**config.mk**
```make
export PLATFORM = sky130hd
export DESIGN_NAME = madc_front_flat
export DESIGN_NICKNAME = d
export VERILOG_FILES = /design/src/madc_pkg.sv /design/src/madc_if.sv /design/src/madc_front.sv /design/src/flat_wrapper.sv
export SDC_FILE = /design/constraint.sdc
export NUM_CORES = 1
export LEC_CHECK = 0
export BUFFER_PORTS_ARGS = -buffer_cell sky130_fd_sc_hd__buf_2
export CORE_UTILIZATION = 56
export CTS_BUF_LIST = sky130_fd_sc_hd__clkbuf_16
export DETAILED_ROUTE_END_ITERATION = 8
export PLACE_DENSITY = 0.87
export SKIP_LAST_GASP = 1
export SLEW_MARGIN = 20
export SYNTH_ARGS = -nofsm -noshare
export SYNTH_HDL_FRONTEND = slang
export SYNTH_SLANG_ARGS = --single-unit
export TNS_END_PERCENT = 50
```
**constraint.sdc**
```tcl
create_clock -name clk -period 17.2 [get_ports clk]
set_clock_uncertainty 0.2 [all_clocks]
set_input_delay 1.72 -clock clk [delete_from_list [all_inputs] [get_ports clk]]
set_output_delay 1.72 -clock clk [all_outputs]
set_load 0.01 [all_outputs]
```
**src/madc_pkg.sv**
```systemverilog
// shared types, constants and the arctangent table of the angle defect block
package madc_pkg;

  localparam int MAX_VERTICES = 1024;
  localparam int IDX_W        = 10;
  localparam int COORD_W      = 24;
  localparam int POS_W        = 3 * COORD_W;
  localparam int ACC_W        = 32;
  localparam int SQ_W         = 51;
  localparam int CORDIC_STEPS = 24;
  localparam int DIV_STEPS    = 30;

  localparam logic [1:0] OP_LOAD = 2'd0;
  localparam logic [1:0] OP_FACE = 2'd1;
  localparam logic [1:0] OP_READ = 2'd2;

  localparam logic signed [31:0] Q24_TWO_PI  = 32'sd105414357;
  localparam logic signed [31:0] Q24_PI      = 32'sd52707179;
  localparam logic signed [31:0] Q24_HALF_PI = 32'sd26353589;

  typedef enum logic [1:0] {
    K_NOP  = 2'd0,
    K_LOAD = 2'd1,
    K_FACE = 2'd2,
    K_READ = 2'd3
  } kind_t;

  typedef struct packed {
    kind_t              kind;
    logic [IDX_W-1:0]   ia;
    logic [IDX_W-1:0]   ib;
    logic [IDX_W-1:0]   ic;
    logic [POS_W-1:0]   pos;
  } cmd_t;

  function automatic logic signed [31:0] atan_q24(input logic [4:0] i);
    logic signed [31:0] v;
    case (i)
      5'd0:    v = 32'sd13176795;
      5'd1:    v = 32'sd7778716;
      5'd2:    v = 32'sd4110060;
      5'd3:    v = 32'sd2086331;
      5'd4:    v = 32'sd1047214;
      5'd5:    v = 32'sd524117;
      5'd6:    v = 32'sd262123;
      5'd7:    v = 32'sd131069;
      5'd8:    v = 32'sd65536;
      5'd9:    v = 32'sd32768;
      5'd10:   v = 32'sd16384;
      5'd11:   v = 32'sd8192;
      5'd12:   v = 32'sd4096;
      5'd13:   v = 32'sd2048;
      5'd14:   v = 32'sd1024;
      5'd15:   v = 32'sd512;
      5'd16:   v = 32'sd256;
      5'd17:   v = 32'sd128;
      5'd18:   v = 32'sd64;
      5'd19:   v = 32'sd32;
      5'd20:   v = 32'sd16;
      5'd21:   v = 32'sd8;
      5'd22:   v = 32'sd4;
      5'd23:   v = 32'sd2;
      default: v = 32'sd0;
    endcase
    return v;
  endfunction

endpackage

```
**src/madc_if.sv**
```systemverilog
// item and result channel interfaces
interface madc_item_if;
  logic               valid;
  logic               ready;
  logic [1:0]         operation;
  logic [9:0]         index_a;
  logic [9:0]         index_b;
  logic [9:0]         index_c;
  logic signed [23:0] coord_x;
  logic signed [23:0] coord_y;
  logic signed [23:0] coord_z;

  modport source (output valid, operation, index_a, index_b, index_c,
                  coord_x, coord_y, coord_z, input ready);
  modport sink (input valid, operation, index_a, index_b, index_c,
                coord_x, coord_y, coord_z, output ready);
endinterface


```
**src/madc_front.sv**
```systemverilog
// front end: accepts words, classifies them and queues commands
module madc_front (
  input  logic          clk,
  input  logic          rst,
  madc_item_if.sink     item,
  output logic          cmd_valid,
  input  logic          cmd_ready,
  output madc_pkg::cmd_t cmd
);
  import madc_pkg::*;

  cmd_t       q [2];
  logic       wr_ptr;
  logic       rd_ptr;
  logic [1:0] count;
  cmd_t       cls;
  logic       a_ok, b_ok, c_ok;
  logic       push, pop;

  always_comb begin
    a_ok    = 32'(item.index_a) < MAX_VERTICES;
    b_ok    = 32'(item.index_b) < MAX_VERTICES;
    c_ok    = 32'(item.index_c) < MAX_VERTICES;
    cls.ia  = item.index_a;
    cls.ib  = item.index_b;
    cls.ic  = item.index_c;
    cls.pos = {item.coord_x, item.coord_y, item.coord_z};
    unique case (item.operation)
      OP_LOAD: cls.kind = a_ok ? K_LOAD : K_NOP;
      OP_FACE: cls.kind = (a_ok && b_ok && c_ok) ? K_FACE : K_NOP;
      OP_READ: cls.kind = a_ok ? K_READ : K_NOP;
      default: cls.kind = K_NOP;
    endcase
  end

  assign item.ready = count != 2'd2;
  assign push       = item.valid && item.ready;
  assign cmd_valid  = count != 2'd0;
  assign pop        = cmd_valid && cmd_ready;
  assign cmd        = q[rd_ptr];

  always_ff @(posedge clk) begin
    if (rst) begin
      count  <= 2'd0;
      wr_ptr <= 1'b0;
      rd_ptr <= 1'b0;
    end else begin
      count <= 2'(count + {1'b0, push} - {1'b0, pop});
      if (push) wr_ptr <= ~wr_ptr;
      if (pop) rd_ptr <= ~rd_ptr;
    end
  end

  always_ff @(posedge clk) begin
    if (push) q[wr_ptr] <= cls;
  end

endmodule

```
**src/flat_wrapper.sv**
```systemverilog
// flat-port wrapper written by rule: the top's interface ports become plain ports
module madc_front_flat import madc_pkg::*;
  (clk, rst, cmd_valid, cmd_ready, cmd, item_valid, item_operation, item_index_a, item_index_b, item_index_c, item_coord_x, item_coord_y, item_coord_z, item_ready);
  madc_item_if item_i ();
  input  logic clk;
  input  logic rst;
  output logic cmd_valid;
  input  logic cmd_ready;
  output madc_pkg::cmd_t cmd;
  input wire logic [$bits(item_i.valid)-1:0] item_valid;
  input wire logic [$bits(item_i.operation)-1:0] item_operation;
  input wire logic [$bits(item_i.index_a)-1:0] item_index_a;
  input wire logic [$bits(item_i.index_b)-1:0] item_index_b;
  input wire logic [$bits(item_i.index_c)-1:0] item_index_c;
  input wire logic [$bits(item_i.coord_x)-1:0] item_coord_x;
  input wire logic [$bits(item_i.coord_y)-1:0] item_coord_y;
  input wire logic [$bits(item_i.coord_z)-1:0] item_coord_z;
  output wire logic [$bits(item_i.ready)-1:0] item_ready;
  assign item_i.valid = item_valid;
  assign item_i.operation = item_operation;
  assign item_i.index_a = item_index_a;
  assign item_i.index_b = item_index_b;
  assign item_i.index_c = item_index_c;
  assign item_i.coord_x = item_coord_x;
  assign item_i.coord_y = item_coord_y;
  assign item_i.coord_z = item_coord_z;
  assign item_ready = item_i.ready;
  madc_front u_core (.clk(clk), .rst(rst), .item(item_i), .cmd_valid(cmd_valid), .cmd_ready(cmd_ready), .cmd(cmd));
endmodule
```
==> results.yml <==
outcome:
  status: "completed"
timing:
  hold_violations: 0
  hold_slack_ns: 0.3466
  fin_setup_tns_ns: 0
  final_period_minus_worst_setup_slack_ns: 4.721
  max_freq_mhz: 211.8
  fin_crit_sh: 0.2745
  max-slew-margin-rel: 0.3632
  tightest_slew_ns: 0.9552
  grt_setup_unrepaired: "no"
  setup-violations-final: 0
  maxSlewViolCount: 0
route:
  drc_errors: 0
  vias: 4056
  dr.pass1.iters: 5
  dr.first_iter.drc_count: 182
  vias_per_cell: 5.213
  drt-total-wl_um: 13830
  wl_per_cell_um: 17.77
  ant_nets: 0
worst_setup_path:
  path_class: "reg -> out"
  cp-start-kind: "flip-flop"
  arrival_ns: 2.80
  regToRegSetupSlack_ns: 14.46
  worst_ep_required_time_ns: 15.28
  r2r-end: "u_core.q[0][29]"
  path_max_fanout: 59
  critPathCaptureType: "output pin"
  r2r_start: "u_core.count[0]"
  r2r_cells: 5
floorplanning:
  die_height_um: 121.9
  core_mm2: 0.01393
  start_util: 0.5774
  pin_count: 214
  dieArea_mm2: 0.01485
  rows: 43
  die_width_um: 121.9
global_routing:
  grt_pass1_wl_um: 20600
  track_usage: 0.1816
  grt_max_degree: 71
  grt_antenna_before_repair: 0
  overflow: 0
  first_global_vias: 4182
synthesis:
  syn-num-nets: 471
  yosys-top-cells-area: "edfxtp_1, mux2_4, mux2_2"
  synth_area_mm2: 0.008046
  ys.flop_type: "edfxtp_1"
  netlist.top_cell.by_area: "edfxtp_1"
  async_flop_share: 0
  yosysUniqueCellTypes: 21
  synth_top_area_frac: 0.7762
  ys_seq_elements: 213
  synthTopCellsByCount: "edfxtp_1, mux2_4, mux2_2"
  synth_cells: 358
  synth.most_common_cell: "edfxtp_1"
  synth_edf_count: 208
  ys_seq_area_frac: 0.7887
  ys_warn_count: 0
  synth_area_per_cell_um2: 22.48
finish:
  final_cells: 778
  antennaDiodeCount: 0
  drive_above_1_share: 0.5853
  syn_to_final_growth_pct: 23.32
  fin_nets: 699
  final_area_mm2: 0.009923
power_and_ir_drop:
  ir_drop_v: 0.0001049
  power_density_mw_per_mm2: 149.9
  power.leakage_nw: 3.878
cts:
  cts.sink_count: 213
  cts_max_path_buffers: 3
  htreeDepth: 1
  cts_resized: 0
  cts_root_buf: "clkbuf_16"
  worstSkewPairLatency_ns: 0.48
  cts.clk_slew.worst_paths_ns: 0.06
  tritoncts.num_buffers: 21
  cts_tree: "done"
  holdBufCountCts: 0
  cts_setup_buffers: 0
worst_hold_path:
  min_path_cells: 2
  hp-start: "u_core.wr_ptr"
  hold_path_end: "u_core.wr_ptr"
  hold_class: "reg -> reg"
place:
  dp.cells: 742
  gp_congestion: 0.7946
  hpwl_um: 9136
  postPlaceCellArea_mm2: 0.009263
  numPortBuffers: 213
run:
  maxCapViolations: 0
==> worst max-delay path by stage <==
stage / startpoint / end / slack, ns
global placement: item_valid / u_core.q[0][37] / 12.85
detailed placement: item_valid / u_core.q[0][37] / 12.77
global route: flip-flop / cmd[0] / 12.33
CTS: flip-flop / cmd[2] / 12.43
floorplan: item_valid / u_core.q[0][0] / 9.95
finish: flip-flop / cmd[2] / 12.48
==> layout by cell type (no fill, tap or decap), types with 3 or more instances in the layout <==
cell type	count
buf_4	3
dfxtp_1	4
edfxtp_1	208
clkbuf_16	21
mux2_4	60
clkinv_1	5
nor2_1	6
inv_1	9
buf_2	213
ha_1	5
mux2_2	44
==> cells by family (layout without fill, tap and decap cells) <==
logic type / Yosys count / count (layout) / synth area share
and+or+nand+nor: 16 / 16 / 0.01026
AOI/OAI and AO/OA: 2 / 2 / 0.001555
muxes: 104 / 104 / 0.1735
adders and majority gates: 5 / 5 / 0.007775
buffers and inverters: 16 / 256 / 0.01602
xor gates and xnor gates: 2 / 2 / 0.002177
DFF: 213 / 213 / 0.7887
==> metal layers <==
layer | GRT usage | wire (um) | up-vias
li1 | - | - | 1861
met5 | 0 | 0 | -
met1 | 0.2179 | 5455 | 1993
met2 | 0.3263 | 7016 | 180
met3 | 0.04588 | 1141 | 22
met4 | 0.04398 | 212 | 0
==> state kept, by name, indices dropped and copies added, names as in the netlist, named ones only <==
signal and cells:
u_core.rd_ptr 1, u_core.wr_ptr 1, u_core.q 208, u_core.count 2
==> worst max-delay path, stage by stage (launching register included) <==
cell,delay (ns)
dfxtp_4,0.93
buf_4,0.78
mux2_2,0.41
buf_2,0.14
==> where the power goes <==
group / total, mW / leakage, nW / switching [mW] / internal (mW)
sequential: 0.699 / 1.98 / 0.0402 / 0.659
clock: 0.421 / 0.330 / 0.171 / 0.250
combinational: 0.367 / 1.56 / 0.175 / 0.193
==> stage by stage <==
step / power, mW / utilization / setup WS [ns]
after floorplan: 0.9602 / - / 9.951
after global placement: 1.064 / 0.6647 / 12.85
after detailed placement: 1.079 / 0.6647 / 12.77
after CTS: 1.503 / 0.7107 / 12.43
after global routing: 1.551 / 0.7121 / 12.33
final: 1.487 / 0.7121 / 12.48
==> cell type report <==
type                            instances  area (um2)
Multi-Input combinational cell        129        1584
Clock inverter                         14       115.1
Sequential cell                       213        6350
Timing Repair Buffer                  217        1109
Fill cell                             852        4011
Clock buffer                           21       525.5
Inverter                                4       15.01
Tap cell                              180       225.2
Note: power is estimated with default switching activity, not from simulation.
